**src/design/lrct_pkg.sv**
```systemverilog
// shared types, widths and codes for the range cache tracker
package lrct_pkg;

  // field widths fixed by the item layout
  localparam int KEY_W    = 64;
  localparam int TIME_W   = 32;
  localparam int CTR_W    = 32;
  localparam int STATUS_W = 3;
  localparam int KIND_W   = 2;
  localparam int SLOT_W   = 4;

  // default directory size
  localparam int DEF_ENTRY_COUNT = 16;

  // result status codes
  localparam logic [STATUS_W-1:0] ST_FAIL  = 3'd0;
  localparam logic [STATUS_W-1:0] ST_HOLE  = 3'd1;
  localparam logic [STATUS_W-1:0] ST_TIMED = 3'd2;
  localparam logic [STATUS_W-1:0] ST_TABLE = 3'd3;
  localparam logic [STATUS_W-1:0] ST_TEXT  = 3'd4;

  // fetched format codes
  localparam logic [KIND_W-1:0] KIND_TIMED = 2'd0;
  localparam logic [KIND_W-1:0] KIND_TABLE = 2'd1;
  localparam logic [KIND_W-1:0] KIND_TEXT  = 2'd2;
  localparam logic [KIND_W-1:0] KIND_SPARE = 2'd3;

  // commands from the controller to the datapath
  typedef struct packed {
    logic capture;    // take the input item into the holding registers
    logic lookup;     // key compare and entry read
    logic eval_go;    // finish a range request
    logic fetch_go;   // finish a fetch result without a victim scan
    logic scan_init;  // start the lru victim scan
    logic scan_step;  // one scan step
    logic alloc_go;   // allocate the scanned victim
  } cmd_t;

  // status from the datapath to the controller
  typedef struct packed {
    logic out_free;   // output register can take a result this cycle
    logic need_scan;  // fetch result needs an lru victim scan
    logic scan_done;  // all stamps have been read
  } sts_t;

  // stored status for a fetched format
  function automatic logic [STATUS_W-1:0] status_of_kind(input logic [KIND_W-1:0] kind);
    logic [STATUS_W-1:0] st;
    unique case (kind)
      KIND_TIMED: st = ST_TIMED;
      KIND_TABLE: st = ST_TABLE;
      KIND_TEXT:  st = ST_TEXT;
      KIND_SPARE: st = ST_TEXT;
      default:    st = ST_TEXT;
    endcase
    return st;
  endfunction

endpackage

```
**src/design/lru_range_cache_tracker.sv**
```systemverilog
// top level of the lru range cache tracker directory
//
//  port group    dir   handshake            payload
//  in_*          in    in_valid / in_stall  op, source_key, range_start, range_end,
//                                           fetch_ok, fetch_kind
//  out_*         out   out_valid / out_stall covered, result_status, fetch_from,
//                                           fetch_to, entry_slot, slot_valid
//
//  a range request does a key compare with entry read, then a span evaluation
//  a fetch result finishes directly, or, when it must allocate and every slot is valid, the
//  lru victim is found by reading one stamp per cycle from the stamp memory
//  one item is in work at a time; the next one enters in the cycle the current one finishes
//  rst_n is synchronous: all slots invalid, use counter at one, nothing pending
//  out_stall holds the result in the output register; work in flight waits only to load it
module lru_range_cache_tracker
  import lrct_pkg::*;
#(
  parameter int ENTRY_COUNT = DEF_ENTRY_COUNT
) (
  input  logic                clk,
  input  logic                rst_n,
  input  logic                in_valid,
  output logic                in_stall,
  input  logic                in_op,
  input  logic [KEY_W-1:0]    in_source_key,
  input  logic [TIME_W-1:0]   in_range_start,
  input  logic [TIME_W-1:0]   in_range_end,
  input  logic                in_fetch_ok,
  input  logic [KIND_W-1:0]   in_fetch_kind,
  output logic                out_valid,
  input  logic                out_stall,
  output logic                out_covered,
  output logic [STATUS_W-1:0] out_result_status,
  output logic [TIME_W-1:0]   out_fetch_from,
  output logic [TIME_W-1:0]   out_fetch_to,
  output logic [SLOT_W-1:0]   out_entry_slot,
  output logic                out_slot_valid
);

  cmd_t cmd;
  sts_t sts;

  // sequencing
  lrct_ctrl u_ctrl (
    .clk      (clk),
    .rst_n    (rst_n),
    .in_valid (in_valid),
    .in_op    (in_op),
    .in_stall (in_stall),
    .sts      (sts),
    .cmd      (cmd)
  );

  // storage and result path
  lrct_dpath #(
    .ENTRY_COUNT (ENTRY_COUNT)
  ) u_dpath (
    .clk               (clk),
    .rst_n             (rst_n),
    .cmd               (cmd),
    .sts               (sts),
    .in_source_key     (in_source_key),
    .in_range_start    (in_range_start),
    .in_range_end      (in_range_end),
    .in_fetch_ok       (in_fetch_ok),
    .in_fetch_kind     (in_fetch_kind),
    .out_valid         (out_valid),
    .out_stall         (out_stall),
    .out_covered       (out_covered),
    .out_result_status (out_result_status),
    .out_fetch_from    (out_fetch_from),
    .out_fetch_to      (out_fetch_to),
    .out_entry_slot    (out_entry_slot),
    .out_slot_valid    (out_slot_valid)
  );

endmodule

```
**src/design/lrct_ctrl.sv**
```systemverilog
// controller state machine for the range cache tracker
module lrct_ctrl
  import lrct_pkg::*;
(
  input  logic clk,
  input  logic rst_n,
  input  logic in_valid,
  input  logic in_op,
  output logic in_stall,
  input  sts_t sts,
  output cmd_t cmd
);

  typedef enum logic [5:0] {
    S_IDLE   = 6'b000001,
    S_LOOKUP = 6'b000010,
    S_EVAL   = 6'b000100,
    S_FETCH  = 6'b001000,
    S_SCAN   = 6'b010000,
    S_ALLOC  = 6'b100000
  } state_t;

  state_t state_r, state_nxt;
  logic   done;
  logic   accept;

  // an item finishes when its result can enter the output register
  assign done = ((state_r == S_EVAL) && sts.out_free) ||
                ((state_r == S_FETCH) && !sts.need_scan && sts.out_free) ||
                ((state_r == S_ALLOC) && sts.out_free);

  // the next item may enter in the cycle the current one finishes
  assign in_stall = !((state_r == S_IDLE) || done);
  assign accept   = in_valid && !in_stall;

  // commands
  assign cmd.capture   = accept;
  assign cmd.lookup    = (state_r == S_LOOKUP);
  assign cmd.eval_go   = (state_r == S_EVAL) && sts.out_free;
  assign cmd.fetch_go  = (state_r == S_FETCH) && !sts.need_scan && sts.out_free;
  assign cmd.scan_init = (state_r == S_FETCH) && sts.need_scan;
  assign cmd.scan_step = (state_r == S_SCAN);
  assign cmd.alloc_go  = (state_r == S_ALLOC) && sts.out_free;

  // next state
  always_comb begin
    state_nxt = state_r;
    priority if (accept) begin
      state_nxt = in_op ? S_FETCH : S_LOOKUP;
    end else if (done) begin
      state_nxt = S_IDLE;
    end else begin
      unique case (state_r)
        S_IDLE:   state_nxt = S_IDLE;
        S_LOOKUP: state_nxt = S_EVAL;
        S_EVAL:   state_nxt = S_EVAL;
        S_FETCH:  state_nxt = sts.need_scan ? S_SCAN : S_FETCH;
        S_SCAN:   state_nxt = sts.scan_done ? S_ALLOC : S_SCAN;
        S_ALLOC:  state_nxt = S_ALLOC;
        default:  state_nxt = S_IDLE;
      endcase
    end
  end

  // state register
  always_ff @(posedge clk) begin
    if (!rst_n) begin
      state_r <= S_IDLE;
    end else begin
      state_r <= state_nxt;
    end
  end

`ifndef SYNTHESIS
  // a lookup is always followed by the request evaluation
  a_lookup_then_eval: assert property (@(posedge clk) disable iff (!rst_n)
    (state_r == S_LOOKUP) |=> (state_r == S_EVAL))
    else $error("lookup not followed by evaluation");

  // a finished scan always leads to allocation
  a_scan_then_alloc: assert property (@(posedge clk) disable iff (!rst_n)
    ((state_r == S_SCAN) && sts.scan_done) |=> (state_r == S_ALLOC))
    else $error("finished scan not followed by allocation");
`endif

endmodule

```
**src/design/lrct_dpath.sv**
```systemverilog
// datapath of the range cache tracker: directory storage, lookup, scan and result
module lrct_dpath
  import lrct_pkg::*;
#(
  parameter int ENTRY_COUNT = DEF_ENTRY_COUNT
) (
  input  logic                clk,
  input  logic                rst_n,
  input  cmd_t                cmd,
  output sts_t                sts,
  input  logic [KEY_W-1:0]    in_source_key,
  input  logic [TIME_W-1:0]   in_range_start,
  input  logic [TIME_W-1:0]   in_range_end,
  input  logic                in_fetch_ok,
  input  logic [KIND_W-1:0]   in_fetch_kind,
  output logic                out_valid,
  input  logic                out_stall,
  output logic                out_covered,
  output logic [STATUS_W-1:0] out_result_status,
  output logic [TIME_W-1:0]   out_fetch_from,
  output logic [TIME_W-1:0]   out_fetch_to,
  output logic [SLOT_W-1:0]   out_entry_slot,
  output logic                out_slot_valid
);

  localparam int IW = (ENTRY_COUNT > 1) ? $clog2(ENTRY_COUNT) : 1;
  localparam int CW = $clog2(ENTRY_COUNT + 1);
  localparam logic [CW-1:0] LAST_CNT = CW'(ENTRY_COUNT);

  // held input item
  logic [KEY_W-1:0]    key_r;
  logic [TIME_W-1:0]   start_r;
  logic [TIME_W-1:0]   end_r;
  logic                ok_r;
  logic [KIND_W-1:0]   kind_r;

  // directory: valid bits and keys per lane
  logic [ENTRY_COUNT-1:0] valid_r;
  logic [KEY_W-1:0]       key_mem_r [ENTRY_COUNT];

  // directory memories
  logic [CTR_W-1:0]    stamp_mem [ENTRY_COUNT];
  logic [TIME_W-1:0]   old_mem   [ENTRY_COUNT];
  logic [TIME_W-1:0]   young_mem [ENTRY_COUNT];
  logic [STATUS_W-1:0] stat_mem  [ENTRY_COUNT];
  logic [CTR_W-1:0]    stamp_rd_r;
  logic [TIME_W-1:0]   old_rd_r;
  logic [TIME_W-1:0]   young_rd_r;
  logic [STATUS_W-1:0] stat_rd_r;

  // lookup result
  logic                   hit_r;
  logic [IW-1:0]          slot_r;
  logic [ENTRY_COUNT-1:0] match;
  logic [IW-1:0]          match_idx;
  logic [IW-1:0]          free_idx;

  // use counter and pending request
  logic [CTR_W-1:0]    use_ctr_r;
  logic [CTR_W-1:0]    ctr_inc;
  logic                pend_active_r;
  logic                pend_hit_r;
  logic [IW-1:0]       pend_slot_r;
  logic [KEY_W-1:0]    pend_key_r;
  logic [TIME_W-1:0]   pend_start_r;
  logic [TIME_W-1:0]   pend_end_r;
  logic [TIME_W-1:0]   pend_from_r;
  logic [TIME_W-1:0]   pend_to_r;
  logic [TIME_W-1:0]   pend_old_r;
  logic [TIME_W-1:0]   pend_young_r;

  // victim scan
  logic [CW-1:0]       scan_cnt_r;
  logic                cmp_vld_r;
  logic [IW-1:0]       stamp_idx_r;
  logic [IW-1:0]       best_r;
  logic [CTR_W-1:0]    min_r;
  logic                scan_rd;

  // request evaluation
  logic [TIME_W-1:0]   req_from;
  logic [TIME_W-1:0]   req_to;
  logic                req_cov;

  // fetch decisions
  logic [STATUS_W-1:0] kind_st;
  logic                fetch_grow;
  logic                fetch_alloc;
  logic                do_alloc;
  logic [IW-1:0]       alloc_slot;
  logic                touch;
  logic [IW-1:0]       stamp_wa;
  logic                bnd_we;
  logic [IW-1:0]       bnd_wa;
  logic [TIME_W-1:0]   old_wd;
  logic [TIME_W-1:0]   young_wd;
  logic                out_load;

  // result staging
  logic                res_cov;
  logic [STATUS_W-1:0] res_status;
  logic [TIME_W-1:0]   res_from;
  logic [TIME_W-1:0]   res_to;
  logic [SLOT_W-1:0]   res_slot;
  logic                res_sv;

  // capture the accepted item
  always_ff @(posedge clk) begin
    if (cmd.capture) begin
      key_r   <= in_source_key;
      start_r <= in_range_start;
      end_r   <= in_range_end;
      ok_r    <= in_fetch_ok;
      kind_r  <= in_fetch_kind;
    end
  end

  // parallel key compare, lowest matching lane and lowest empty lane
  always_comb begin
    match_idx = '0;
    free_idx  = '0;
    for (int i = 0; i < ENTRY_COUNT; i++) begin
      match[i] = valid_r[i] && (key_mem_r[i] == key_r);
    end
    for (int i = ENTRY_COUNT - 1; i >= 0; i--) begin
      if (match[i]) match_idx = IW'(i);
      if (!valid_r[i]) free_idx = IW'(i);
    end
  end

  always_ff @(posedge clk) begin
    if (cmd.lookup) begin
      hit_r  <= |match;
      slot_r <= match_idx;
    end
  end

  // missing span of a request
  always_comb begin
    req_from = start_r;
    req_to   = end_r;
    if (hit_r) begin
      req_from = (old_rd_r <= start_r) ? young_rd_r + TIME_W'(1) : start_r;
      req_to   = (young_rd_r >= end_r) ? old_rd_r - TIME_W'(1) : end_r;
    end
    req_cov = hit_r && (req_from > req_to);
  end

  // fetch result decisions
  assign ctr_inc     = use_ctr_r + CTR_W'(1);
  assign kind_st     = status_of_kind(kind_r);
  assign fetch_grow  = cmd.fetch_go && pend_active_r && pend_hit_r;
  assign fetch_alloc = cmd.fetch_go && pend_active_r && !pend_hit_r && ok_r;
  assign do_alloc    = fetch_alloc || cmd.alloc_go;
  assign alloc_slot  = cmd.alloc_go ? best_r : free_idx;
  assign touch       = (cmd.eval_go && hit_r) || fetch_grow || do_alloc;
  assign stamp_wa    = cmd.eval_go ? slot_r : (fetch_grow ? pend_slot_r : alloc_slot);
  assign bnd_we      = fetch_grow || do_alloc;
  assign bnd_wa      = fetch_grow ? pend_slot_r : alloc_slot;
  assign old_wd      = fetch_grow ?
                       ((pend_from_r < pend_old_r) ? pend_from_r : pend_old_r) : pend_start_r;
  assign young_wd    = fetch_grow ?
                       ((pend_to_r > pend_young_r) ? pend_to_r : pend_young_r) : pend_end_r;

  assign sts.need_scan = pend_active_r && !pend_hit_r && ok_r && (&valid_r);
  assign sts.scan_done = (scan_cnt_r == LAST_CNT);

  // use counter
  always_ff @(posedge clk) begin
    if (!rst_n) begin
      use_ctr_r <= CTR_W'(1);
    end else if (touch) begin
      use_ctr_r <= ctr_inc;
    end
  end

  // valid bits and keys
  always_ff @(posedge clk) begin
    if (!rst_n) begin
      valid_r <= '0;
    end else if (do_alloc) begin
      valid_r[alloc_slot] <= 1'b1;
    end
  end

  always_ff @(posedge clk) begin
    if (do_alloc) begin
      key_mem_r[alloc_slot] <= pend_key_r;
    end
  end

  // stamp memory, read by the scan
  assign scan_rd = cmd.scan_step && (scan_cnt_r != LAST_CNT);

  always_ff @(posedge clk) begin
    if (touch) begin
      stamp_mem[stamp_wa] <= ctr_inc;
    end
    if (scan_rd) begin
      stamp_rd_r <= stamp_mem[scan_cnt_r[IW-1:0]];
    end
  end

  // bounds and status memories, read at lookup
  always_ff @(posedge clk) begin
    if (bnd_we) begin
      old_mem[bnd_wa]   <= old_wd;
      young_mem[bnd_wa] <= young_wd;
    end
    if (do_alloc) begin
      stat_mem[alloc_slot] <= kind_st;
    end
    if (cmd.lookup) begin
      old_rd_r   <= old_mem[match_idx];
      young_rd_r <= young_mem[match_idx];
      stat_rd_r  <= stat_mem[match_idx];
    end
  end

  // pending request
  always_ff @(posedge clk) begin
    if (!rst_n) begin
      pend_active_r <= 1'b0;
    end else if (cmd.eval_go) begin
      pend_active_r <= !req_cov;
    end else if (cmd.fetch_go || cmd.alloc_go) begin
      pend_active_r <= 1'b0;
    end
  end

  always_ff @(posedge clk) begin
    if (cmd.eval_go && !req_cov) begin
      pend_hit_r   <= hit_r;
      pend_slot_r  <= slot_r;
      pend_key_r   <= key_r;
      pend_start_r <= start_r;
      pend_end_r   <= end_r;
      pend_from_r  <= req_from;
      pend_to_r    <= req_to;
      pend_old_r   <= old_rd_r;
      pend_young_r <= young_rd_r;
    end
  end

  // lru scan: one stamp read per cycle, each stamp compared in the cycle after its read
  always_ff @(posedge clk) begin
    if (!rst_n) begin
      scan_cnt_r <= '0;
      cmp_vld_r  <= 1'b0;
    end else if (cmd.scan_init) begin
      scan_cnt_r <= '0;
      cmp_vld_r  <= 1'b0;
    end else if (cmd.scan_step) begin
      if (scan_rd) begin
        scan_cnt_r <= scan_cnt_r + CW'(1);
      end
      cmp_vld_r <= scan_rd;
    end
  end

  always_ff @(posedge clk) begin
    if (cmd.scan_init) begin
      best_r <= '0;
      min_r  <= use_ctr_r;
    end else if (cmd.scan_step) begin
      if (scan_rd) begin
        stamp_idx_r <= scan_cnt_r[IW-1:0];
      end
      if (cmp_vld_r && (stamp_rd_r != '0) && (stamp_rd_r < min_r)) begin
        min_r  <= stamp_rd_r;
        best_r <= stamp_idx_r;
      end
    end
  end

  // result selection
  always_comb begin
    res_cov    = 1'b0;
    res_status = ST_FAIL;
    res_from   = '0;
    res_to     = '0;
    res_slot   = '0;
    res_sv     = 1'b0;
    priority if (cmd.eval_go) begin
      res_cov    = req_cov;
      res_status = req_cov ? stat_rd_r : ST_FAIL;
      res_from   = req_cov ? '0 : req_from;
      res_to     = req_cov ? '0 : req_to;
      res_slot   = hit_r ? SLOT_W'(slot_r) : '0;
      res_sv     = hit_r;
    end else if (fetch_grow) begin
      res_status = ok_r ? kind_st : ST_HOLE;
      res_slot   = SLOT_W'(pend_slot_r);
      res_sv     = 1'b1;
    end else if (do_alloc) begin
      res_status = kind_st;
      res_slot   = SLOT_W'(alloc_slot);
      res_sv     = 1'b1;
    end else begin
      res_sv     = 1'b0;
    end
  end

  // output register
  assign sts.out_free = !out_valid || !out_stall;
  assign out_load     = cmd.eval_go || cmd.fetch_go || cmd.alloc_go;

  always_ff @(posedge clk) begin
    if (!rst_n) begin
      out_valid <= 1'b0;
    end else if (out_load) begin
      out_valid <= 1'b1;
    end else if (!out_stall) begin
      out_valid <= 1'b0;
    end
  end

  always_ff @(posedge clk) begin
    if (out_load) begin
      out_covered       <= res_cov;
      out_result_status <= res_status;
      out_fetch_from    <= res_from;
      out_fetch_to      <= res_to;
      out_entry_slot    <= res_slot;
      out_slot_valid    <= res_sv;
    end
  end

`ifndef SYNTHESIS
  // allocation without a scan only happens while an empty lane exists
  a_alloc_has_free: assert property (@(posedge clk) disable iff (!rst_n)
    fetch_alloc |-> !(&valid_r))
    else $error("allocation without scan on a full directory");

  // every touch advances the use counter by one
  a_touch_counts: assert property (@(posedge clk) disable iff (!rst_n)
    touch |=> (use_ctr_r == $past(ctr_inc)))
    else $error("use counter did not advance on touch");

  // a result is never loaded over one that is still stalled
  a_no_overwrite: assert property (@(posedge clk) disable iff (!rst_n)
    out_load |-> (!out_valid || !out_stall))
    else $error("result loaded over a stalled result");
`endif

endmodule
```
**config.mk**
```make
export PLATFORM = sky130hd
export DESIGN_NAME = lru_range_cache_tracker
export DESIGN_NICKNAME = d
export VERILOG_FILES = /design/src/design/lrct_pkg.sv /design/src/design/lru_range_cache_tracker.sv /design/src/design/lrct_ctrl.sv /design/src/design/lrct_dpath.sv
export SDC_FILE = /design/constraint.sdc
export NUM_CORES = 2
export LEC_CHECK = 0
export ABC_AREA = 1
export BUFFER_PORTS_ARGS = -buffer_cell sky130_fd_sc_hd__buf_2
export CORE_MARGIN = 2
export CORE_UTILIZATION = 41
export CTS_CLUSTER_DIAMETER = 30
export DETAILED_ROUTE_END_ITERATION = 10
export PLACE_DENSITY = 0.57
export SYNTH_ARGS = -nofsm -noshare
export SYNTH_HDL_FRONTEND = slang
export SYNTH_SLANG_ARGS = --single-unit
```
**constraint.sdc**
```tcl
create_clock -name clk -period 17.97 [get_ports clk]
set_clock_uncertainty 0.15 [all_clocks]
set_input_delay 3.594 -clock clk [delete_from_list [all_inputs] [get_ports clk]]
set_output_delay 3.594 -clock clk [all_outputs]
set_load 0.01 [all_outputs]
```
==> impl_metrics.py <==
metrics = {
    "power_and_ir_drop": {
        "seq_power_share_pct": 38.5,
        "cell_internal_pwr_mw": 16.99,
        "pwr-share-clk_pct": 58.8,
        "total_power_mw": 21.75,
        "switching_share_pct": 21.89,
        "ir_drop_uv": 105.0,
        "p_leak_nw": 60.67,
        "p_comb_share_pct": 2.7,
        "p_per_area_mw_per_mm2": 128.7,
        "netSwitchingPower_mw": 4.760,
    },
    "yosys": {
        "synth_area_per_cell_um2": 11.99,
        "async_flop_share_pct": 0,
        "yosys_warnings": 0,
        "ys_seq_elements": 3279,
        "synthesis.area_mm2": 0.1385,
        "ys_types": 62,
        "ys.flop_type": "edfxtp_1",
        "syn-num-nets": 11880,
        "syn_inst": 11550,
        "synth_edf_count": 3213,
        "synth_seq_area_share_pct": 70.59,
    },
    "worst_hold_path": {
        "hold_path_depth": 0,
        "hold_path.class": "reg -> reg",
    },
    "sta": {
        "worst_pin_slew_ns": 1.557,
        "rsz0062_at_grt": "no",
        "clock.fmax_ghz": 0.1040,
        "final-max-slew-violation-count": 2,
        "min_period_over_period_pct": 53.53,
        "finalSetupTns_ns": 0,
        "setup_viol_count_final": 0,
        "fin_crit_ns": 9.620,
        "finalHoldViolations": 0,
        "slew_headroom_pct": -4.864,
    },
    "clock_tree": {
        "cts-root-buf": "clkbuf_16",
        "clock-sinks": 3279,
        "clockBufferDepth": 4,
        "cts_setup_buffers": 0,
        "cts_htree_levels": 6,
        "clk_latency_ns": 1.07,
        "clk_pin_slew_ns": 0.04,
        "cts_hold_buf": 0,
        "cts_buffers": 690,
        "cts_tree": "done",
        "cts_resized": 0,
    },
    "global_route": {
        "track_usage_pct": 29.07,
        "grt_pass1_wl_mm": 708.1,
        "grt_max_degree": 188,
        "overflow": 0,
        "first_global_vias": 94980,
        "antenna_found_initial": 72,
    },
    "critical_path": {
        "critPathKind": "in -> out",
        "critPathLaunchType": "input pin",
        "worstPathArrival_ns": 5.88,
        "end_kind": "output port",
        "r2r_slack_ns": 9.17,
        "required_ns": 14.23,
        "worst_r2r_path_depth": 30,
        "worstPathMaxFanout": 26,
    },
    "drt": {
        "drt-initial-drc-count": 14410,
        "firstDrtPassIters": 7,
        "drc_errors": 0,
        "vias_per_cell": 5.751,
        "wl_mm": 510.3,
        "ant_nets": 0,
        "dr_total_vias": 99790,
        "wire_per_inst_um": 29.41,
    },
    "floorplan": {
        "pin_count": 211,
        "start_util_pct": 41.16,
        "die-width_um": 585.3,
        "core-area_mm2": 0.3366,
        "floorplan.die_area_mm2": 0.3426,
        "num_rows": 213,
        "die_h_um": 585.3,
    },
    "cells_and_area": {
        "fin_nets": 12510,
        "fillers": 28910,
        "final-seq-area_mm2": 0.09781,
        "fin_area_mm2": 0.1690,
        "layout-drive-gt1-share_pct": 14.02,
        "multi_input_area_mm2": 0.03614,
        "syn2layout_area_growth_pct": 21.96,
        "layout.cells.non_filler": 17350,
    },
    "placement": {
        "place_area_mm2": 0.1451,
        "place.gp.congestion": 0.9744,
        "place_hpwl_mm": 303.0,
        "dp_cells": 16000,
        "io_buffer_count": 210,
    },
    "status": {
        "violations": "capacitance limit, slew limit",
        "run_status": "complete, but fails checks",
    },
    "run": {
        "max-cap-violations": 1,
    },
}
[area by class of cell]
cell class,instances,share of cell area (%)
clock inverter,459,3.314
inverter,560,1.264
timing repair buffer,521,2.010
sequential,3279,57.89
multi-input combinational,7125,21.39
tap,4515,3.343
antenna,84,0.1244
clock buffer,809,10.67
[worst paths after layout]
path / start / end
worst max-delay path: out_stall / in_stall
worst min-delay path: u_dpath.pend_key_r[28] / u_dpath.key_mem_r[15][28]
worst max register to register: u_dpath.young_rd_r[1] / u_dpath.pend_from_r[3]
worst min register to register: u_dpath.pend_key_r[28] / u_dpath.key_mem_r[15][28]
[registers in the layout, summed over array words and instances (netlist names), 48 cells and up]
name	flops
u_dpath.stamp_mem	512
u_dpath.stat_mem	48
u_dpath.pend_key_r	64
u_dpath.key_r	64
u_dpath.old_mem	512
u_dpath.young_mem	512
u_dpath.key_mem_r	1024
[layer usage]
metal | GRT usage, % | share of wire, % | vias to the layer above
li1 | - | - | 42870
met4 | 14.64 | 5.3 | 16
met2 | 45.31 | 46 | 6024
met3 | 7.217 | 11 | 1199
met1 | 37.82 | 38 | 49680
met5 | 0 | 0.022 | -
[power groups by stage]
stage	Sequential (mW)	Combinational [mW]	Clock (mW)
2_1_floorplan	8.50	0.282	0
3_3_place_gp	8.51	0.551	0
3_5_place_dp	8.51	0.552	0
4_1_cts	8.38	0.556	12.9
5_1_grt	8.37	0.593	13.3
6_report	8.38	0.579	12.8
[per-stage QoR]
step | util, % | setup WS (ns) | hold WS, ns
after global placement | 43.11 | 8.342 | 0.2818
after floorplan | - | 1.443 | 0.2706
final | 50.20 | 8.350 | 0.2900
after CTS | 50.13 | 8.430 | 0.2832
after global routing | 50.18 | 8.310 | 0.2735
after detailed placement | 43.11 | 8.440 | 0.2852
[cells by family (layout without fill, tap and decap cells)]
| group | after synthesis | count (layout) | synth area share [%] |
|---|---|---|---|
| buf+inv | 1147 | 2349 | 3.685 |
| xor+xnor | 357 | 357 | 2.257 |
| simple gates | 5067 | 5067 | 15.32 |
| compound gates | 1506 | 1506 | 6.388 |
| flops | 3279 | 3279 | 70.59 |
| fa+ha+maj | 195 | 195 | 1.761 |
| other cells | 0 | 84 | 0 |
[Yosys cell counts (32+ instances only)]
cell / n / area share [%]
o21ai_1: 43 / 0.16
nor4_1: 110 / 0.50
nand3_1: 971 / 3.5
or2_2: 54 / 0.24
nor3_1: 44 / 0.16
nand4_1: 142 / 0.64
inv_2: 58 / 0.16
ha_1: 195 / 1.8
a21oi_1: 161 / 0.58
inv_1: 494 / 1.3
a22o_1: 60 / 0.38
a221oi_1: 70 / 0.44
a211oi_1: 62 / 0.34
nor2_1: 763 / 2.1
buf_6: 32 / 0.26
buf_2: 283 / 1.0
clkbuf_1: 196 / 0.53
o22ai_1: 292 / 1.3
nand2_1: 2942 / 8.0
dfxtp_1: 66 / 0.95
o21ai_0: 716 / 2.6
buf_4: 51 / 0.28
xor2_1: 177 / 1.1
edfxtp_1: 3213 / 70
xnor2_1: 180 / 1.1
[worst max-delay path: stages]
cell and delay (ns):
buf_2 0.09, nand2_1 0.22, inv_1 0.22, nor2_1 0.14, inv_1 0.10, nand2_1 0.05
inv_1 0.09, nand2_4 0.25, a31oi_1 0.83, buf_2 0.29
[cells in the final DEF (no fill, tap or decap), types with 58 or more instances in the layout]
cell type,instances
edfxtp_1,3213
nand2_1,2940
nand3_1,969
o21ai_0,715
nor2_1,709
clkbuf_16,701
inv_1,489
buf_4,309
o22ai_1,292
buf_2,211
ha_1,195
xnor2_1,180
xor2_1,177
a21oi_1,161
nand4_1,142
clkinv_1,106
nor4_1,106
clkinv_2,100
clkbuf_1,100
bufinv_16,92
diode_2,84
clkinvlp_4,74
a221oi_1,70
dfxtp_1,64
a211oi_1,62
a22o_1,60
inv_2,58
Power figures use the tool's default switching activity.
